### src/sv/tcry_pkg.sv
// ----------------------------------------------------------------------------
// tcry_pkg
// Shared types and constants of the tone curve and RGB to YUV color converter.
// ----------------------------------------------------------------------------
`default_nettype none

package tcry_pkg;

    // Item kinds carried in the input tuser bit.
    localparam logic MODE_LOAD  = 1'b0;
    localparam logic MODE_PIXEL = 1'b1;

    // Curve section selected by table_index[9:8].
    localparam logic [1:0] SEC_RED   = 2'd0;
    localparam logic [1:0] SEC_GREEN = 2'd1;
    localparam logic [1:0] SEC_BLUE  = 2'd2;

    // Matrix sums stay within 0..2555000, so 24 signed bits hold them.
    typedef logic signed [23:0] sum_t;

    localparam sum_t KYR = 24'sd2990;
    localparam sum_t KYG = 24'sd5870;
    localparam sum_t KYB = 24'sd1140;
    localparam sum_t KUR = -24'sd1690;
    localparam sum_t KUG = -24'sd3320;
    localparam sum_t KUB = 24'sd5000;
    localparam sum_t KVR = 24'sd5000;
    localparam sum_t KVG = -24'sd4190;
    localparam sum_t KVB = -24'sd813;
    localparam sum_t CHROMA_OFFSET = 24'sd1280000;

    // Division by 10000 as a multiply by ceil(2^34 / 10000) and a shift.
    // The rounding error is 816 / 2^34 per unit, exact for sums below 2^23.
    localparam int        RECIP_W     = 21;
    localparam int        RECIP_SHIFT = 34;
    localparam int        SCALED_W    = 23;
    localparam int        PROD_W      = SCALED_W + RECIP_W;
    localparam logic [RECIP_W-1:0] RECIP = 21'd1717987;

    // One write into a 256-entry curve section.
    typedef struct packed {
        logic       en;
        logic [7:0] addr;
        logic [7:0] data;
    } curve_wr_t;

endpackage

`default_nettype wire

### src/sv/tcry_curve_mem.sv
// ----------------------------------------------------------------------------
// tcry_curve_mem
// One 256 x 8 tone curve section: one write port, one registered read port.
// ----------------------------------------------------------------------------
`default_nettype none

module tcry_curve_mem (
    input  wire                  clk,
    input  tcry_pkg::curve_wr_t  wr,
    input  wire                  rd_en,
    input  wire  [7:0]           rd_addr,
    output logic [7:0]           rd_data
);
    import tcry_pkg::*;

    logic [7:0] mem [256];

    always_ff @(posedge clk)
    begin
        if (wr.en)
        begin
            mem[wr.addr] <= wr.data;
        end
    end

    // Read data only moves when the pixel is taken into the first stage,
    // so a stalled stage keeps its curved value.
    always_ff @(posedge clk)
    begin
        if (rd_en)
        begin
            rd_data <= mem[rd_addr];
        end
    end

endmodule

`default_nettype wire

### config.mk
export PLATFORM = sky130hd
export DESIGN_NAME = tcry_curve_mem
export DESIGN_NICKNAME = d
export VERILOG_FILES = /design/src/sv/tcry_pkg.sv /design/src/sv/tcry_curve_mem.sv
export SDC_FILE = /design/constraint.sdc
export NUM_CORES = 2
export LEC_CHECK = 0
export BUFFER_PORTS_ARGS = -buffer_cell sky130_fd_sc_hd__buf_2
export CAP_MARGIN = 10
export CELL_PAD_IN_SITES_DETAIL_PLACEMENT = 1
export CELL_PAD_IN_SITES_GLOBAL_PLACEMENT = 1
export CORE_AREA = 4 4 401 403
export DETAILED_ROUTE_END_ITERATION = 8
export DIE_AREA = 0 0 405 407
export PLACE_DENSITY = 0.84
export SLEW_MARGIN = 20
export SYNTH_ARGS = -nofsm -noshare
export SYNTH_HDL_FRONTEND = slang
export SYNTH_SLANG_ARGS = --single-unit
export TNS_END_PERCENT = 10
### constraint.sdc
create_clock -name clk -period 2.45 [get_ports clk]
set_input_delay 0.245 -clock clk [delete_from_list [all_inputs] [get_ports clk]]
set_output_delay 0.245 -clock clk [all_outputs]
set_load 0.05 [all_outputs]
; After elaboration in Yosys (flattened, before gate mapping)
; Memories as Yosys holds them, arrays and structs flattened. A register that Yosys moved wholly into a read port is not among the register bits.
; Index checks and enable logic that the tools add are counted.
[op_classes]
shifts = 0
order_cmp = 0
mux = 2
mul = 0
n_bitwise = 0
reduce_logical = 0
eq_ne = 0
n_addsub = 0
div = 0
[ops]
columns = op, n
row1 = 2-to-1 mux 1 bit, 2
[word_totals]
output_inout_bits = 8
latchBits = 0
romBits = 0
mem_count = 1
ram_bits = 2048
reg_bits = 0
[mem_list]
columns = name, depth, width, read_ports, rd_ports_with_merged_regs, write_ports, line_no
row1 = mem, 256, 8, 1, 1, 1, tcry_curve_mem.sv:16  ; logic [7:0] mem [256];

; Longest topological paths before layout
[depth]
depth_word = 2
depth_mapped = 11

; Worst setup path before layout
; Ideal clock, no wire load.
[synth_timing]
path_kind = input to register
from = input port rd_addr[0]
to = register rd_data[2], read port of mem (data pin)
t_arrival_ps = 2052
setup_slack_ps = 129
path_buffers = 4
required_time_ps = 2181
cell_stages = 9
cell_sequence = buf_6 -> buf_12 -> buf_8 -> buf_2 -> mux4_2 -> a22oi_1 -> a21oi_1 -> nor4_1 -> nor4_2
[synth_rtl]
columns = element, line_no
row1 = "start, declared", tcry_curve_mem.sv:11  ; input wire [7:0] rd_addr,
row2 = "end, declared", tcry_curve_mem.sv:12  ; output logic [7:0] rd_data

==> results.cfg <==
[status]
status = complete, but fails checks
failed_checks = setup timing

[global_routing]
grt_usage = 0.322
grt_pass1_vias = 48100
grt_start_max_net_pins = 97
antenna_found_initial = 16
grt_pass1_wl_um = 373000
overflow = 0

[final_layout]
stdcell_count = 6697
fin_nets = 4476
seq_area_um2 = 61700
multi_input_area_um2 = 16800
layout-drive-gt1-share = 0.333
final_area_um2 = 94300
area_growth_pct = 18.4
num-fill-cells = 13200

[floorplanning]
start_util = 0.506
die_y_um = 407
io-pin-count = 35
die_w_um = 405
core_area_um2 = 157000
rows = 146
die_area_um2 = 165000

[worst_setup_path]
cp.arrival_ns = 3.41
required_ns = 3.03
worstPathMaxFanout = 22
max_stage_delay_ns = 0.55
setup.worst_path.end_class = flip-flop
r2r_end = rd_data[7]
crit_slowest_cell = nor4_1
critical_path_class = in2reg
r2r_setup_slack_ns = -0.33
crit_family = buffers and inverters
crit_buf_inv = 5
crit_path_start_kind = primary input
cp_cell_sequence = buf_8, buf_12, buf_12, buf_4, mux2i_1, o221ai_1, o22ai_1, nor3_1, buf_4, nor4_4, nor4_1
rr_startpoint = mem[236][7]
rr_worst_depth = 7

[placed_design]
dp_hpwl_um = 151000
place_worst_setup_slack_ns = -1.23
dp_cells = 6315
gp_congestion = 0.867
io_buffer_count = 34
dpl_cell_area_um2 = 87400

[route]
avgRoutedWirePerCell_um = 39.2
drc = 0
drt-vias-per-instance = 6.89
wl_um = 262000
first_pass_iters = 6
vias = 46100
antenna_left = 0
initialDrtViolationCount = 8043

[power]
peakVddDrop_mv = 0.688
p_total_mw = 75.1
power.density_nw_per_um2 = 797
p_leak_nw = 30.6

[clock_network]
htree_levels = 4
cts_sinks = 2056
clk_latency_ns = 0.87
cts.clk_slew.worst_paths_ns = 0.07
cts_root_buffer = clkbuf_16
cts_buffers = 199
clockBufferDepth = 3
cts_tree = done

[sta]
rsz0062_at_grt = true
setup_viol = 8
final_hold_viol_count = 0
fmax_mhz = 354
totalNegativeSetupSlack_ns = -0.696
fin_ws_ns = -0.372
worst_pin_slew_ns = 0.833
slew_headroom = 0.444
slew_viol_final = 0
finClkSkew_ns = 0.0770
fin_crit_sh = 1.15
period_needed_ns = 2.82

[synth]
syn-cell-area_um2 = 79600
ys.flop_type = edfxtp_1
syn_inst = 3733
synth-simple-area-share = 0.0263
synthMuxAreaShare = 0.146
syn-num-nets = 3760
synth-edff-count = 2056
async_flop_share = 0
synthXorXnorAreaFrac = 0
yosys_warnings = 0
seq_area_frac_synth = 0.775
avgSynthCellArea_um2 = 21.3
synth_top_family_by_area = multiplexers
synthAdderAreaFrac = 0
synth_compound_area_frac = 0.0342
synth_cell_types = 54
synth-seq-cells = 2056

[min_path]
min_to = mem[81][0]
hp-class = in2reg
hp-start = wr[0]
hold_depth = 1

[job]
drv_cap = 0
[cell usage after synthesis, types with 3 or more instances]
library cell | number | area share
o32ai_1 | 4 | 0.00044
nor4_1 | 24 | 0.0019
buf_1 | 22 | 0.0010
o211ai_1 | 10 | 0.00094
nor2b_1 | 31 | 0.0024
buf_12 | 8 | 0.0020
buf_2 | 31 | 0.0019
nand2_1 | 33 | 0.0016
a211oi_1 | 16 | 0.0015
a221oi_1 | 13 | 0.0014
a21oi_1 | 96 | 0.0060
nor4_2 | 3 | 0.00047
buf_6 | 21 | 0.0030
nor3_1 | 22 | 0.0014
a22o_1 | 8 | 0.00088
nand4_1 | 10 | 0.00079
buf_4 | 27 | 0.0025
clkbuf_1 | 111 | 0.0052
nand2b_1 | 8 | 0.00063
o22a_1 | 5 | 0.00055
edfxtp_1 | 2056 | 0.78
o21ai_0 | 10 | 0.00063
or2_2 | 4 | 0.00031
o22ai_1 | 28 | 0.0022
mux2i_1 | 134 | 0.017
mux4_2 | 454 | 0.13
a22oi_1 | 133 | 0.013
nor2_1 | 282 | 0.013
o221ai_1 | 46 | 0.0051
buf_8 | 13 | 0.0025
and2_1 | 6 | 0.00047
nand3_1 | 34 | 0.0021
[how the worst max path moves through the flow]
| stage | from | to | slack [ns] | cells after the start |
|---|---|---|---|---|
| floorplan | rd_addr[0] | rd_data[2] | 0.13 | 9 |
| global placement | rd_addr[0] | rd_data[6] | -1.30 | 9 |
| detailed placement | rd_addr[0] | rd_data[5] | -1.23 | 10 |
| CTS | mem[143][4] | rd_data[4] | -0.12 | 8 |
| global route | mem[163][7] | rd_data[7] | -0.16 | 7 |
| finish | rd_addr[0] | rd_data[7] | -0.37 | 11 |
[flip-flops by register name, summed over array words and instances, names as in the netlist]
register	count
rd_data	8
mem	2048
[area by class of cell]
| class | count | share of cell area |
|---|---|---|
| well taps | 2072 | 0.0275 |
| clock buffers | 226 | 0.0543 |
| clock inverters | 137 | 0.0148 |
| inverters | 2 | 0.0000796 |
| diodes | 14 | 0.000372 |
| repair buffers | 748 | 0.0699 |
| multi-input cells | 1442 | 0.178 |
| flip-flops and latches | 2056 | 0.655 |
[report_power, final]
part           internal, mW  switching, mW
registers              38.8         0.0892
logic                  1.68           2.89
clock network          17.5           14.2
[what timing repair did]
action                                  in CTS  in global routing
hold buffers                                 6                  0
pin swaps                                   10                 11
setup buffers                                0                  0
gates resized for setup                     32                 22
endpoints found under the setup margin       8                  8
hold endpoints to repair                   154                  0
[layer usage]
layer,global-route usage,up-vias,share of wire
li1,-,17100,-
met2,0.522,4285,0.49
met3,0.0839,1017,0.12
met4,0.176,4,0.063
met5,0,-,0.00010
met1,0.401,23700,0.33
[kinds of logic after synthesis]
group | after synthesis
flip-flops | 2056
multiplexers | 591
AND/OR/NAND/NOR | 466
AO/OA/AOI/OAI | 385
buffers and inverters | 235
[cells in the final DEF (no fill, tap or decap), types with 15 or more instances in the layout]
cell type,instances
clkbuf_16,201
clkbuf_1,25
mux4_2,454
a21oi_1,96
bufinv_16,23
clkinv_1,54
edfxtp_1,2056
nand2_1,33
buf_4,632
nand3_1,34
a211oi_1,15
buf_2,23
mux2i_1,134
a22oi_1,130
nor2_1,277
o22ai_1,28
nor2b_1,28
buf_12,76
o221ai_1,46
clkinv_2,36
[stage by stage]
step | utilization | hold WS (ns)
after global placement | 0.555 | 0.729
after CTS | 0.598 | 0.0444
after floorplan | - | 0.344
after global routing | 0.599 | 0.0605
after detailed placement | 0.555 | 0.756
final | 0.599 | 0.0490
Note: power is estimated with default switching activity, not from simulation.
