<file path="config.mk">
export PLATFORM = sky130hd
export DESIGN_NAME = tcry_scale
export DESIGN_NICKNAME = d
export VERILOG_FILES = /design/src/sv/tcry_pkg.sv /design/src/sv/tcry_scale.sv
export SDC_FILE = /design/constraint.sdc
export NUM_CORES = 1
export LEC_CHECK = 0
export ABC_AREA = 1
export BUFFER_PORTS_ARGS = -buffer_cell sky130_fd_sc_hd__clkbuf_2
export CORE_MARGIN = 10
export CORE_UTILIZATION = 65
export DETAILED_ROUTE_END_ITERATION = 16
export PLACE_DENSITY = 0.93
export SLEW_MARGIN = 20
export SYNTH_ARGS = -nofsm -noshare
export SYNTH_HDL_FRONTEND = slang
export SYNTH_SLANG_ARGS = --single-unit
</file>
<file path="constraint.sdc">
create_clock -name vclk -period 11.9
set_clock_uncertainty 0.05 [all_clocks]
set_input_delay 0.595 -clock vclk [all_inputs]
set_output_delay 0.595 -clock vclk [all_outputs]
set_load 0.01 [all_outputs]
</file>
<file path="src/sv/tcry_pkg.sv">
// ----------------------------------------------------------------------------
// tcry_pkg
// Shared types and constants of the tone curve and RGB to YUV color converter.
// ----------------------------------------------------------------------------
`default_nettype none

package tcry_pkg;

    // Item kinds carried in the input tuser bit.
    localparam logic MODE_LOAD  = 1'b0;
    localparam logic MODE_PIXEL = 1'b1;

    // Curve section selected by table_index[9:8].
    localparam logic [1:0] SEC_RED   = 2'd0;
    localparam logic [1:0] SEC_GREEN = 2'd1;
    localparam logic [1:0] SEC_BLUE  = 2'd2;

    // Matrix sums stay within 0..2555000, so 24 signed bits hold them.
    typedef logic signed [23:0] sum_t;

    localparam sum_t KYR = 24'sd2990;
    localparam sum_t KYG = 24'sd5870;
    localparam sum_t KYB = 24'sd1140;
    localparam sum_t KUR = -24'sd1690;
    localparam sum_t KUG = -24'sd3320;
    localparam sum_t KUB = 24'sd5000;
    localparam sum_t KVR = 24'sd5000;
    localparam sum_t KVG = -24'sd4190;
    localparam sum_t KVB = -24'sd813;
    localparam sum_t CHROMA_OFFSET = 24'sd1280000;

    // Division by 10000 as a multiply by ceil(2^34 / 10000) and a shift.
    // The rounding error is 816 / 2^34 per unit, exact for sums below 2^23.
    localparam int        RECIP_W     = 21;
    localparam int        RECIP_SHIFT = 34;
    localparam int        SCALED_W    = 23;
    localparam int        PROD_W      = SCALED_W + RECIP_W;
    localparam logic [RECIP_W-1:0] RECIP = 21'd1717987;

    // One write into a 256-entry curve section.
    typedef struct packed {
        logic       en;
        logic [7:0] addr;
        logic [7:0] data;
    } curve_wr_t;

endpackage

`default_nettype wire

</file>
<file path="src/sv/tcry_scale.sv">
// ----------------------------------------------------------------------------
// tcry_scale
// Divides one matrix sum by 10000, truncating, and clamps it to 0..255.
// ----------------------------------------------------------------------------
`default_nettype none

module tcry_scale (
    input  tcry_pkg::sum_t  sum,
    output logic [7:0]      result
);
    import tcry_pkg::*;

    logic [PROD_W-1:0] prod;
    logic [PROD_W-RECIP_SHIFT-1:0] quot;

    assign prod = PROD_W'(sum[SCALED_W-1:0]) * PROD_W'(RECIP);
    assign quot = prod[PROD_W-1:RECIP_SHIFT];

    always_comb
    begin
        if (sum <= 0)
        begin
            result = 8'd0;
        end
        else if (quot > (PROD_W-RECIP_SHIFT)'(255))
        begin
            result = 8'd255;
        end
        else
        begin
            result = quot[7:0];
        end
    end

endmodule

`default_nettype wire

</file>
# Word level (Yosys, flattened, before mapping)
# Index checks and enable logic that the tools add are counted.
# Widths: inputs -> output; s select.
# word_totals
in_bits	24
n_memories	0
rom_bits	0
ramBits	0
wordCells	5
register_bits	0
latchBits	0
output_inout_bits	8
# op_classes
reduce_logical	0
n_addsub	0
div_mod_pow	0
mul	1
mux	2
n_bitwise	0
n_shift	0
eq_ne	0
n_lt_le_gt_ge	2
# ops
operator	n
$mul 23x22->44 const B	1
$le 24x1->1 const B	1
$mux 8	2
$gt 10x8->1 const B	1

# Depth between registers and ports, before layout
# Gate-level depths: netlist of run 1.
# depth
ltp_word	4
ltp_mapped	32
depth_no_buf	32

# Worst setup path before layout of run 1
# No wires, ideal clock.
# synth_timing
path_kind	input port to output port
from	input sum[8]
to	output result[0]
cell_stages	27
required_time_ns	11.255
path_slack_ns	5.803
t_arrival_ns	5.452
path_buffers	0
path_cell_list	inv_1 > ha_1 > fa_1 > inv_1 > fa_1 > inv_1 > fa_1 > inv_1 > fa_1 > fa_1 > inv_1 > fa_1 > ha_1 > a21oi_1 > nand2_1 > nand2_1 > nand3_1 > nand2_1 > nand2_1 > nand2_1 > nand3_1 > inv_1 > nand2_2 > nand2_4 > nand3_1 > nand2_1 > inv_1
# synth_between
elab_chain_cells	4
word_cells_on_any_way	5
cone_classes	1 x mul; 2 x order compare; 2 x mux
# synth_lines
element	line_no	text
from (decl)	tcry_scale.sv:8	input tcry_pkg::sum_t sum,
$mul 23x22->44	tcry_scale.sv:16	assign prod = PROD_W'(sum[SCALED_W-1:0]) * PROD_W'(RECIP);
$gt 10x8->1	tcry_scale.sv:25	else if (quot > (PROD_W-RECIP_SHIFT)'(255))
$mux 8	tcry_scale.sv:25	
$mux 8 (*)	tcry_scale.sv:21	if (sum <= 0)
to (decl)	tcry_scale.sv:9	output logic [7:0] result
# Mark *: on every way between the ends. The rest lies on a longest branch, timed or not.

# Worst setup path after layout of run 1
# layout_timing
from	input sum[22]
to	output result[5]
# The elaborated chain is that of the path after synthesis.

==> qor.csv, run 1 <==
metric;value;unit
fin crit period;7.27;ns
Via Count;8337;
synth top area cells;fa_1 (41%), ha_1 (22%), inv_1 (14%);
Starting Density;65.9;%
simple-gate share of the synthesized area;14.5;%
DRT Pass-1 Iters;6;
Area growth syn-to-layout;3.94;%
DIE HEIGHT;146;um
Hold WS;1.73;ns
Seq. cell area;0;um^2
critical path class;input pin to primary output;
die area;21400;um^2
worst hold path class;input pin to primary output;
Adder-Cell Fraction of Synth Area;63.6;%
vias in the first global route;9104;
Unique masters post-synth;32;
GRT overflow;0;
hold path cells;6;
syn_nets;1689;
Setup TNS;0;ns
Total Wirelength;27800;um
layout cells sized above 1;5.02;%
sequential cells;0;
antenna viol nets, final;0;
core area;15800;um^2
largest family of logic cells by synthesized area;adder cells;
max_slew headroom;44.8;%
# Max-Cap Violations;0;
Mapped Avg Cell Area;8.20;um^2
min-delay src;sum[23];
Iteration-0 DRC Markers;580;
Least-Margin Pin Slew;0.828;ns
Synth Area in Compound Gates;6.11;%
Post-Syn Instances;1266;
clk_buf instances;0;
WP data arrival;6.62;ns
all-layer global routing usage;26.4;%
RePlAce Congestion;0.992;
hold endpoint;result[1];
Synth Cell Area;10400;um^2
warning count from the yosys run;0;
# rows;46;
CP Launch Type;input pin;
die width;146;um
FMAX;0.138;GHz
DRC viols;0;
required time of the critical path;11.26;ns
global-route wire length before repair;45100;um
CP max FO;30;
sequential area share after synthesis;0;%
final core occ;68.5;%
share of the synthesized area in the top cell type;41.4;%
final setup vio count;0;
vias per cell;5.52;
mux contribution to synthesized area;0;%
xor/xnor share of the synthesized area;1.26;%
Crit. End Element;primary output;
DPL Wire Length;25500;um
final hold violation count;0;
post-synth top area cell;fa_1;
Tcrit/Tclk final;61.1;%
Final #Nets;1720;
WL/cell;18.4;um
ANT cells;0;
fin. max-slew vios;0;
post_cts resized;0;
initial antenna violation count;0;
largest net degree at the start of global routing;39;
RSZ-0062 raised after global routing;false;
IO Count;32;
hold buffers post-CTS;0;
run status;finished clean;
setup bufs post-CTS;0;
number of port buffers;32;
metal layers:
layer / vias up / track usage, % / wire (um)
li1: 3871 / - / -
met1: 4009 / 31.3 / 10600
met3: 88 / 4.85 / 2200
met4: 0 / 10.4 / 1360
met2: 369 / 46.3 / 13600
met5: - / 0 / 0
synth_stat cells:
cell	number
a21boi_0	2
a21boi_1	1
a21o_1	9
a21oi_1	54
a31oi_1	3
and3_1	3
buf_2	2
buf_6	1
fa_1	215
ha_1	184
inv_1	388
inv_2	4
inv_8	1
nand2_1	173
nand2_2	14
nand2_4	2
nand3_1	47
nand3_2	4
nand3b_1	5
nand4_1	11
nor2_1	65
nor2_2	4
nor3_1	5
nor4_1	5
o21a_1	6
o21ai_0	32
o21ai_1	1
o21bai_1	5
o31ai_1	1
or2_2	4
xnor2_1	5
xor2_1	10
critical path: stages:
cell	delay [ns]
clkbuf_2	0.62
ha_1	0.44
inv_2	0.19
fa_1	0.44
ha_1	0.31
fa_1	0.54
inv_1	0.06
fa_1	0.49
inv_1	0.05
fa_1	0.48
inv_1	0.06
fa_1	0.47
inv_1	0.05
ha_1	0.32
nand2_1	0.11
nor2_1	0.24
nand2_1	0.17
nor2_1	0.19
nand3_1	0.11
nand3_1	0.14
nand3_2	0.10
nand2_4	0.12
nand3_1	0.10
nand2_1	0.07
inv_1	0.03
clkbuf_2	0.11
through the flow:
stage / cell area [um^2] / cells / worst slack, ns
2_1_floorplan: 10400 / 1266 / 5.80
3_3_place_gp: 10800 / 1511 / 4.80
3_5_place_dp: 10800 / 1511 / 4.70
4_1_cts: 10800 / 1511 / 4.69
5_1_grt: 10800 / 1511 / 4.26
6_report: 10800 / 1511 / 4.63
cells by family (layout without fill, tap and decap cells):
logic type | count (synthesis) | in the layout
AO/OA/AOI/OAI | 114 | 114
buffers and inverters | 396 | 425
XOR/XNOR | 15 | 15
adder cells (fa/ha/maj) | 399 | 399
AND/OR/NAND/NOR | 342 | 342
final cells by class:
type,instances,area [um^2]
inverters,393,1480
multi-input cells,870,8880
fillers,1258,4970
repair buffers,32,160
well taps,216,270
cell usage in the layout, fill, tap and decap left out:
master	synthesis	final
o31ai_1	1	1
nand3_1	47	47
nand2_2	14	14
nor4_1	5	5
a21boi_0	2	2
nor2_2	4	4
clkbuf_2	0	32
inv_1	388	388
and3_1	3	3
xnor2_1	5	5
nand3b_1	5	5
nor2_1	65	65
nand2_1	173	173
o21a_1	6	6
nor3_1	5	5
a21boi_1	1	1
fa_1	215	215
ha_1	184	184
xor2_1	10	10
nand2_4	2	2
inv_2	4	4
a21oi_1	54	54
or2_2	4	4
a31oi_1	3	3
nand3_2	4	4
o21bai_1	5	5
inv_8	1	1
nand4_1	11	11
a21o_1	9	9
o21ai_0	32	32
o21ai_1	1	1
how the worst max path moves through the flow:
stage	slack [ns]	endpoint	from	cells after the start
floorplan	5.80	result[0]	sum[8]	27
global placement	4.80	result[5]	sum[22]	26
detailed placement	4.70	result[5]	sum[22]	26
CTS	4.69	result[5]	sum[22]	26
global route	4.26	result[5]	sum[22]	28
finish	4.63	result[5]	sum[22]	26
Power of run 1 is left out: the tool's default activity adds up to more than one toggle a clock period on the data nets, which glitch-free logic cannot reach.
==> inputs of run 2 (changes only) <==
CORE_UTILIZATION = 61   (was 65)
PLACE_DENSITY = 0.92   (was 0.93)
clock period = 6.35 ns   (was 11.9 ns; I/O delays follow)
==> qor.csv, run 2 (synthesis results as in run 1) <==
metric;value;unit
layout cells sized above 1;14.5;%
Iteration-0 DRC Markers;639;
number of port buffers;32;
max_slew headroom;54.1;%
initial antenna violation count;0;
Fillers;1210;
all-layer global routing usage;26.7;%
# Max-Cap Violations;0;
Starting Density;62.4;%
DRC viols;0;
Crit. End Element;primary output;
hold endpoint;result[6];
Final #Nets;1759;
die width;150;um
vias in the first global route;9354;
CP Launch Type;input pin;
DPL Wire Length;26500;um
WP data arrival;5.87;ns
Tcrit/Tclk final;98.3;%
commonest non-fill, non-tap cell in the layout;inv_1;
core area;16600;um^2
Via Count;8796;
required time of the critical path;5.98;ns
clk_buf instances;0;
GRT overflow;0;
die area;22600;um^2
global-route wire length before repair;47400;um
final setup vio count;0;
# rows;47;
Total Wirelength;31400;um
run status;finished clean;
Hold WS;1.21;ns
DRT Pass-1 Iters;6;
fin. max-slew vios;0;
min-delay src;sum[23];
RSZ-0062 raised after global routing;true;
FMAX;0.160;GHz
Seq. cell area;0;um^2
critical path class;input pin to primary output;
hold path cells;6;
Area growth syn-to-layout;12.0;%
WL/cell;20.2;um
final hold violation count;0;
IO Count;32;
largest net degree at the start of global routing;38;
CP max FO;4;
most frequent cells in the layout;inv_1 (384), fa_1 (210), nand2_1 (165);
Least-Margin Pin Slew;0.688;ns
sequential cells;0;
fin crit period;6.24;ns
RePlAce Congestion;1.00;
DIE HEIGHT;150;um
antenna viol nets, final;0;
ANT cells;0;
worst hold path class;input pin to primary output;
vias per cell;5.66;
run 2: changes by cell type in the layout (fill, tap and decap cells not counted), sizes merged:
cell and change:
inv -1, clkbuf -2, buf +41, clkinvlp +1
run 2: timing repair:
action	4_1_cts	5_1_grt
resized for setup	0	136
hold buffers	0	0
endpoints found under the setup margin	0	8
setup buffers	0	5
run 2: worst max-delay path: stages:
cell and delay [ns]:
clkbuf_2 0.14, buf_4 0.18, ha_1 0.26, fa_1 0.51, fa_1 0.49, fa_1 0.58, fa_1 0.52, fa_1 0.51
inv_1 0.07, fa_1 0.51, inv_1 0.07, ha_4 0.23, a21o_1 0.19, or2_2 0.33, a21oi_1 0.12, o21ai_0 0.10
buf_4 0.14, nand2_1 0.11, nand3_1 0.09, nand2_1 0.07, nand2_1 0.04, nand3_1 0.07, nand2_1 0.05, inv_1 0.05
clkbuf_2 0.12
run 2: final cells by class:
| type | count | area (um^2) | area share (%) |
|---|---|---|---|
| Inverter | 393 | 1490 | 12.8 |
| Tap cell | 220 | 275 | 2.37 |
| Multi-Input combinational cell | 870 | 9380 | 80.7 |
| Timing Repair Buffer | 71 | 488 | 4.20 |
run 2: per-stage QoR:
stage	instances	instance area, um^2	TNS (ns)	utilization, %	setup slack [ns]
floorplan	1266	10400	0	-	0.808
global placement	1549	11100	0	66.4	0.108
detailed placement	1549	11100	0	66.4	0.0154
CTS	1549	11100	0	66.4	0.00837
global route	1554	11600	-1.00	69.9	-0.145
finish	1554	11600	0	69.9	0.110
run 2: metal layers:
| metal | vias to the layer above | wire length [um] | track usage [%] | part of all wire [%] |
|---|---|---|---|---|
| li1 | 3943 | - | - | - |
| met1 | 4319 | 11800 | 33.0 | 38 |
| met2 | 402 | 15600 | 47.6 | 50 |
| met3 | 132 | 2040 | 3.15 | 6.5 |
| met4 | 0 | 1940 | 8.26 | 6.2 |
| met5 | - | 0 | 0 | 0 |
run 2: worst max path at each step:
| stage | startpoint | endpoint | slack, ns | cells past startpoint |
|---|---|---|---|---|
| 6_report | sum[12] | result[6] | 0.11 | 25 |
| 5_1_grt | sum[6] | result[3] | -0.15 | 27 |
| 4_1_cts | sum[10] | result[2] | 0.008 | 27 |
| 3_5_place_dp | sum[11] | result[2] | 0.02 | 27 |
| 3_3_place_gp | sum[10] | result[4] | 0.11 | 27 |
| 2_1_floorplan | sum[8] | result[0] | 0.81 | 27 |
Power of run 2 is left out for the same reason.
