$ cat config.mk
export PLATFORM = sky130hd
export DESIGN_NAME = tcry_matrix
export DESIGN_NICKNAME = d
export VERILOG_FILES = /design/src/sv/tcry_pkg.sv /design/src/sv/tcry_matrix.sv
export SDC_FILE = /design/constraint.sdc
export NUM_CORES = 1
export LEC_CHECK = 0
export BUFFER_PORTS_ARGS = -buffer_cell sky130_fd_sc_hd__buf_2
export CELL_PAD_IN_SITES_DETAIL_PLACEMENT = 1
export CELL_PAD_IN_SITES_GLOBAL_PLACEMENT = 1
export CORE_MARGIN = 2
export CORE_UTILIZATION = 45
export DETAILED_ROUTE_END_ITERATION = 8
export PLACE_DENSITY_LB_ADDON = 0.1
export RECOVER_POWER = 100
export SYNTH_ARGS = -nofsm -noshare
export SYNTH_HDL_FRONTEND = slang
export SYNTH_SLANG_ARGS = --single-unit
$ cat constraint.sdc
create_clock -name vclk -period 7.9
set_input_delay 0 -clock vclk [all_inputs]
set_output_delay 0 -clock vclk [all_outputs]
set_load 0.01 [all_outputs]
$ cat src/sv/tcry_pkg.sv
// ----------------------------------------------------------------------------
// tcry_pkg
// Shared types and constants of the tone curve and RGB to YUV color converter.
// ----------------------------------------------------------------------------
`default_nettype none

package tcry_pkg;

    // Item kinds carried in the input tuser bit.
    localparam logic MODE_LOAD  = 1'b0;
    localparam logic MODE_PIXEL = 1'b1;

    // Curve section selected by table_index[9:8].
    localparam logic [1:0] SEC_RED   = 2'd0;
    localparam logic [1:0] SEC_GREEN = 2'd1;
    localparam logic [1:0] SEC_BLUE  = 2'd2;

    // Matrix sums stay within 0..2555000, so 24 signed bits hold them.
    typedef logic signed [23:0] sum_t;

    localparam sum_t KYR = 24'sd2990;
    localparam sum_t KYG = 24'sd5870;
    localparam sum_t KYB = 24'sd1140;
    localparam sum_t KUR = -24'sd1690;
    localparam sum_t KUG = -24'sd3320;
    localparam sum_t KUB = 24'sd5000;
    localparam sum_t KVR = 24'sd5000;
    localparam sum_t KVG = -24'sd4190;
    localparam sum_t KVB = -24'sd813;
    localparam sum_t CHROMA_OFFSET = 24'sd1280000;

    // Division by 10000 as a multiply by ceil(2^34 / 10000) and a shift.
    // The rounding error is 816 / 2^34 per unit, exact for sums below 2^23.
    localparam int        RECIP_W     = 21;
    localparam int        RECIP_SHIFT = 34;
    localparam int        SCALED_W    = 23;
    localparam int        PROD_W      = SCALED_W + RECIP_W;
    localparam logic [RECIP_W-1:0] RECIP = 21'd1717987;

    // One write into a 256-entry curve section.
    typedef struct packed {
        logic       en;
        logic [7:0] addr;
        logic [7:0] data;
    } curve_wr_t;

endpackage

`default_nettype wire

$ cat src/sv/tcry_matrix.sv
// ----------------------------------------------------------------------------
// tcry_matrix
// Color matrix: the three scaled Y, U and V sums of one curved pixel.
// ----------------------------------------------------------------------------
`default_nettype none

module tcry_matrix (
    input  wire  [7:0]          r,
    input  wire  [7:0]          g,
    input  wire  [7:0]          b,
    output tcry_pkg::sum_t      sum_y,
    output tcry_pkg::sum_t      sum_u,
    output tcry_pkg::sum_t      sum_v
);
    import tcry_pkg::*;

    sum_t rs;
    sum_t gs;
    sum_t bs;

    assign rs = sum_t'({16'd0, r});
    assign gs = sum_t'({16'd0, g});
    assign bs = sum_t'({16'd0, b});

    assign sum_y = KYR * rs + KYG * gs + KYB * bs;
    assign sum_u = KUR * rs + KUG * gs + KUB * bs + CHROMA_OFFSET;
    assign sum_v = KVR * rs + KVG * gs + KVB * bs + CHROMA_OFFSET;

endmodule

`default_nettype wire

Word-level counts from Yosys, hierarchy flattened
Index checks and enable logic that the tools add are counted.

Bits in registers: 0. Logic and storage cells: 17. Input port bits: 24. Output and inout port bits: 72.

$mul: 9. $add $sub $neg: 8.

Operators by type and width (number): $add A24 B22 Y24 const B (2); $mul A11 B9 Y20 const A (2); $mul A10 B8 Y18 const A (2); $add A22 B23 Y24 (1); $add A23 B22 Y24 (1); $add A24 B20 Y24 (1); $add A21 B22 Y23 (1); $add A22 B19 Y23 (1); $add A20 B21 Y22 (1); $mul A13 B9 Y22 const A (1); $mul A12 B8 Y20 const A (1); $mul A10 B9 Y19 const A (1); $mul A11 B8 Y19 const A (1); $mul A9 B8 Y17 const A (1).

Logic depth before layout (Yosys ltp)
Gate-level depths: netlist of the first run.

Depth after elaboration: 4. Mapped depth: 30.

Least setup slack after synthesis of the first run
Ideal clock, no wire load.

Kind: input-to-output. Start point: in g[1]. End point: out sum_v[23]. Data arrival time: 6.956 ns. Slack: 0.944 ns. Cell stages on the path: 29. Required time: 7.900 ns. Buffers on the path: 0. Path through: inv_1 fa_1 inv_1 ha_1 fa_1 fa_1 ha_1 nor2b_1 o21ai_1 a21boi_0 o21ai_1 a21oi_1 o21ai_0 nand2b_1 a21oi_1 xnor2_1 fa_1 fa_1 inv_1 fa_1 fa_1 inv_1 ha_1 inv_1 o22ai_1 o31ai_4 a21oi_2 a31oi_4 xnor2_1.

Longest elaborated chain between the ends: 4.

Ends and longest elaborated chain: start, declared (RTL line tcry_matrix.sv:9) `input wire [7:0] g,`; $mul A13 B9 Y22 (RTL line tcry_matrix.sv:27) `assign sum_v = KVR * rs + KVG * gs + KVB * bs + CHROMA_OFFSET;`; $add A22 B23 Y24 (RTL line tcry_matrix.sv:27); $add A24 B20 Y24 (RTL line tcry_matrix.sv:27); $add A24 B22 Y24 (RTL line tcry_matrix.sv:27); end, declared (RTL line tcry_matrix.sv:13) `output tcry_pkg::sum_t sum_v`.

Every way passes these cells.

Worst setup path in the final report of the first run
Start point: in g[0]. End point: out sum_v[22].

The elaborated chain is that of the path after synthesis.

==> results of run 1 <==
[layout by cell type (no fill, tap or decap), drive strengths merged, types with 4 or more instances in the layout]
| cell type | n |
|---|---|
| inv | 533 |
| ha | 437 |
| fa | 294 |
| xnor2 | 117 |
| a21oi | 100 |
| nor2 | 74 |
| buf | 62 |
| clkbuf | 49 |
| o21ai | 45 |
| xor2 | 40 |
| nand2 | 34 |
| a21o | 31 |
| nor3 | 30 |
| nand3 | 25 |
| o21bai | 22 |
| nand2b | 17 |
| nor2b | 15 |
| and3 | 15 |
| a31oi | 14 |
| or2 | 12 |
| a211oi | 10 |
| or3 | 8 |
| o21a | 8 |
| a21boi | 8 |
| a211o | 5 |
| o41a | 5 |
| o211ai | 4 |
| nand4 | 4 |
| o31a | 4 |
| o2111ai | 4 |
| nor4 | 4 |
| conb | 4 |
[cell type report]
class | count | area [um2] | share of cell area (%)
tap | 525 | 657 | 3.45
multi-input combinational | 1423 | 15900 | 83.2
inverter | 533 | 2000 | 10.5
timing repair buffer | 111 | 539 | 2.83
[critical path, cell delays in order]
cell and delay (ns):
buf_2 0.11, inv_1 0.16, fa_2 0.53, buf_4 0.16, fa_1 0.54, inv_1 0.06, ha_1 0.31, fa_1 0.51
ha_1 0.37, o21ai_0 0.10, a21boi_0 0.24, nand4_1 0.18, nand2_1 0.11, nor2_1 0.05, xnor2_1 0.15, fa_1 0.50
inv_1 0.06, fa_1 0.51, fa_1 0.45, fa_1 0.57, inv_1 0.05, ha_1 0.33, a21oi_1 0.39, o21ai_0 0.17
a41o_1 0.27, o41ai_2 0.26, xnor2_1 0.16, buf_2 0.15
[metal layers]
metal	up-vias	wire, um
met5	-	0
met4	0	1800
met3	39	1730
met2	162	23700
met1	6753	22100
li1	6476	-
[cells by family after synthesis]
logic type,Yosys count
xor+xnor,157
simple gates,246
compound gates,282
buf+inv,541
other cells,1
fa+ha+maj,731
mux,3
[worst min-delay path by stage]
| stage | start | endpoint | slack [ns] |
|---|---|---|---|
| final | r[1] | sum_u[2] | 0.72 |
| after detailed placement | r[0] | sum_u[1] | 0.49 |
| after floorplan | r[0] | sum_u[1] | 0.09 |
| after global routing | r[1] | sum_u[2] | 0.75 |
| after global placement | r[0] | sum_u[1] | 0.49 |
| after CTS | r[0] | sum_u[1] | 0.49 |
[stage by stage]
step	worst slack [ns]	instance area (um2)	utilization, %	setup TNS, ns
after global routing	-0.00422	19100	48.3	-0.00422
after CTS	0.0726	19100	48.4	0
after floorplan	0.944	17900	-	0
final	0.457	19100	48.3	0
after global placement	0.192	19100	48.4	0
after detailed placement	0.103	19100	48.4	0
[timing repair]
item | 4_1_cts | 5_1_grt
resized for setup | 0 | 7
buffers inserted | 0 | 1
endpoints found under the setup margin | 0 | 5
==> results.toml, run 1 <==
[final_layout]
layout-drive-gt1-share_pct = 4.26
syn_to_final_growth_pct = 6.61
seq_cells = 0
fillers = 4717
clock_buffers = 0
nets = 2824
regArea_um2 = 0
antennaDiodeCount = 0
layout.cells.non_filler = 2592

[route]
first_iter_violations = 491
dr.pass1.iters = 5
drc_errors = 0
viasPerCell = 5.18
wl_per_cell_um = 19.0
routed_wl_um = 49300
ant_nets = 0
vias = 13400

[synth]
synth_top_family_by_area = "adder cells"
synthXorXnorAreaFrac_pct = 7.73
synth_fa_ha_area_share_pct = 63.5
synth_cell_type_count = 58
ys_seq_area_share_pct = 0
yosysMostFrequentCell = "inv_1"
synthTopCellsByCount = "inv_1, ha_1, fa_1, xnor2_1, a21oi_1"
synth-compound-area-share_pct = 10.3
synthTopCellsByArea = "fa_1, ha_1, inv_1"
synth_area_per_cell_um2 = 9.12
synth-simple-area-share_pct = 6.78
synth_top_area_cell = "fa_1"
synth_top_area_share_pct = 32.9
synth.area.mux_share_pct = 0.168
synthCells = 1961
synth_warnings = 0
syn-cell-area_mm2 = 0.0179

[floorplanning]
core_mm2 = 0.0395
die_area_mm2 = 0.0413
die_height_um = 203
start_util_pct = 45.3
die_w_um = 203
row_count = 73
ios = 96

[timing]
min_period_ns = 7.44
drv_slew = 0
timing.final.hold_violations = 0
setup_viol = 0
period_share_pct = 94.2
timing.hold.ws_ns = 0.723
tightestPinTransition_ns = 1.30
fmax_mhz = 134
slew_headroom_pct = 13.2

[worst_setup_path]
cp-start-kind = "input pin"
crit_end = "sum_v[22]"
critical_path_class = "in2out"
critical_path_arrival_ns = 7.44
worstPathRequired_ns = 7.90
cp_max_fo = 4
critPathLaunch = "g[0]"
crit_path_end_kind = "output port"

[job]
max-cap-violations = 0

[global_route]
grt_pass1_vias = 15100
grt_antenna_before_repair = 0
grt_use_met2_pct = 43.2
busiest_layer = "met2"
grt_pass1_wl_um = 80800
grt_max_degree = 17
grtUsageMet1_pct = 32.8
track_usage_pct = 25.0
overflow = 0
gr-usage-met3_pct = 2.92

[worst_hold_path]
holdCritPathClass = "in2out"
min_path_cells = 3

[placement]
post-dp-hpwl_um = 45300
port_buffers = 92
dp.cells = 2591
place_congestion = 0.895

[outcome]
status = "finished clean"

[clock_tree]
hold_buffers = 0
Power of run 1 is left out: the tool's default activity adds up to more than one toggle a clock period on the data nets, which glitch-free logic cannot reach.
==> inputs of run 2 (changes only) <==
--- a/config.mk
+++ b/config.mk
@@ -6,13 +6,14 @@
 export NUM_CORES = 1
 export LEC_CHECK = 0
 export BUFFER_PORTS_ARGS = -buffer_cell sky130_fd_sc_hd__buf_2
+export CAP_MARGIN = 40
 export CELL_PAD_IN_SITES_DETAIL_PLACEMENT = 1
 export CELL_PAD_IN_SITES_GLOBAL_PLACEMENT = 1
 export CORE_MARGIN = 2
 export CORE_UTILIZATION = 45
 export DETAILED_ROUTE_END_ITERATION = 8
 export PLACE_DENSITY_LB_ADDON = 0.1
-export RECOVER_POWER = 100
+export RECOVER_POWER = 25
 export SYNTH_ARGS = -nofsm -noshare
 export SYNTH_HDL_FRONTEND = slang
 export SYNTH_SLANG_ARGS = --single-unit
==> run 2 against run 1 <==
  * Hold slack better by 0.0020 ns
  * Sequential share of layout area unchanged
  * Non-clock buffer count unchanged
  * Utilization up 0.11 points
  * First-iteration DRC count down 18%
  * Critical path depth unchanged
  * Setup slack worse by 0.015 ns
  * Via count unchanged
==> results.toml, run 2 (synthesis results as in run 1) <==
[outcome]
status = "finished clean"

[floorplanning]
core_mm2 = 0.0395
die_w_um = 203
die_area_mm2 = 0.0413
die_height_um = 203
ios = 96
row_count = 73
start_util_pct = 45.3

[final_layout]
layout_commonest_cell = "inv_1"
clock_buffers = 0
multi_input_area_mm2 = 0.0159
fillers = 4706
syn_to_final_growth_pct = 6.84
antennaDiodeCount = 0
nets = 2824
layout.cells.non_filler = 2592
finish.instance_area_mm2 = 0.0191
layout-drive-gt1-share_pct = 5.90
regArea_um2 = 0
final_util_pct = 48.4
seq_cells = 0
mostFrequentLayoutCells = "inv_1, ha_1, fa_1"

[worst_setup_path]
critical_path_class = "in2out"
crit_path_end_kind = "output port"
worstPathRequired_ns = 7.90
critPathLaunch = "g[0]"
cp_max_fo = 4
crit_family = "adder cells"
cp.depth = 28
slowest_delay_ns = 0.57
crit_slowest_cell = "fa_1"
cp_num_buf_inv = 7
critical_path_arrival_ns = 7.46
cp-start-kind = "input pin"
crit_end = "sum_v[22]"
path_common_cell = "fa_1"

[route]
wl_per_cell_um = 19.0
ant_nets = 0
drc_errors = 0
routed_wl_um = 49300
wl_met1_um = 21900
first_iter_violations = 403
dr.pass1.iters = 5
viasPerCell = 5.18
vias = 13400
routed-wl-met3_um = 1820
dr.max_layer_used = "met4"
met2_length_um = 23700

[global_route]
track_usage_pct = 25.0
grt_pass1_vias = 15100
overflow = 0
grt_antenna_before_repair = 0
grt_pass1_wl_um = 80800
grt_max_degree = 17

[placement]
dp.cells = 2591
port_buffers = 92
post-dp-hpwl_um = 45300
place_congestion = 0.895
dpl-instance-area_mm2 = 0.0191

[timing]
fmax_mhz = 134
timing.final.hold_violations = 0
setup_viol = 0
tightestPinTransition_ns = 1.30
timing.hold.ws_ns = 0.725
slew_headroom_pct = 13.5
period_share_pct = 94.4
min_period_ns = 7.46
drv_slew = 0

[job]
max-cap-violations = 0

[worst_hold_path]
holdCritPathClass = "in2out"
-- run 2: worst min-delay path: stages --
cell      delay (ns)
buf_2           0.10
ha_1            0.42
clkbuf_1        0.21
-- run 2: worst min path at each step --
stage / start / end / slack, ns / depth (start not counted)
detailed placement: r[0] / sum_u[1] / 0.49 / 3
finish: r[1] / sum_u[2] / 0.73 / 3
global placement: r[0] / sum_u[1] / 0.49 / 3
floorplan: r[0] / sum_u[1] / 0.09 / 1
global route: r[1] / sum_u[2] / 0.75 / 3
CTS: r[0] / sum_u[1] / 0.49 / 3
-- run 2: routing by layer --
metal  global-route usage, %  up-vias
met2                    43.2      172
met3                    2.92       39
met5                       0        -
met1                    32.8     6746
met4                    7.35        0
li1                        -     6473
-- run 2: final cells by class --
type / count / share of cell area, %
Multi-Input combinational cell: 1423 / 83.0
Inverter: 533 / 10.5
Tap cell: 525 / 3.44
Timing Repair Buffer: 111 / 3.05
-- run 2: repair_timing --
action                                  4_1_cts  5_1_grt
setup buffers                                 0        1
endpoints found under the setup margin        0        5
hold buffers                                  0        0
resized for setup                             0        7
-- run 2: per-stage QoR --
stage               setup WS [ns]  setup TNS, ns
floorplan                   0.944              0
global placement            0.192              0
detailed placement          0.103              0
CTS                        0.0726              0
global route             -0.00422       -0.00422
finish                      0.442              0
Power of run 2 is left out for the same reason.
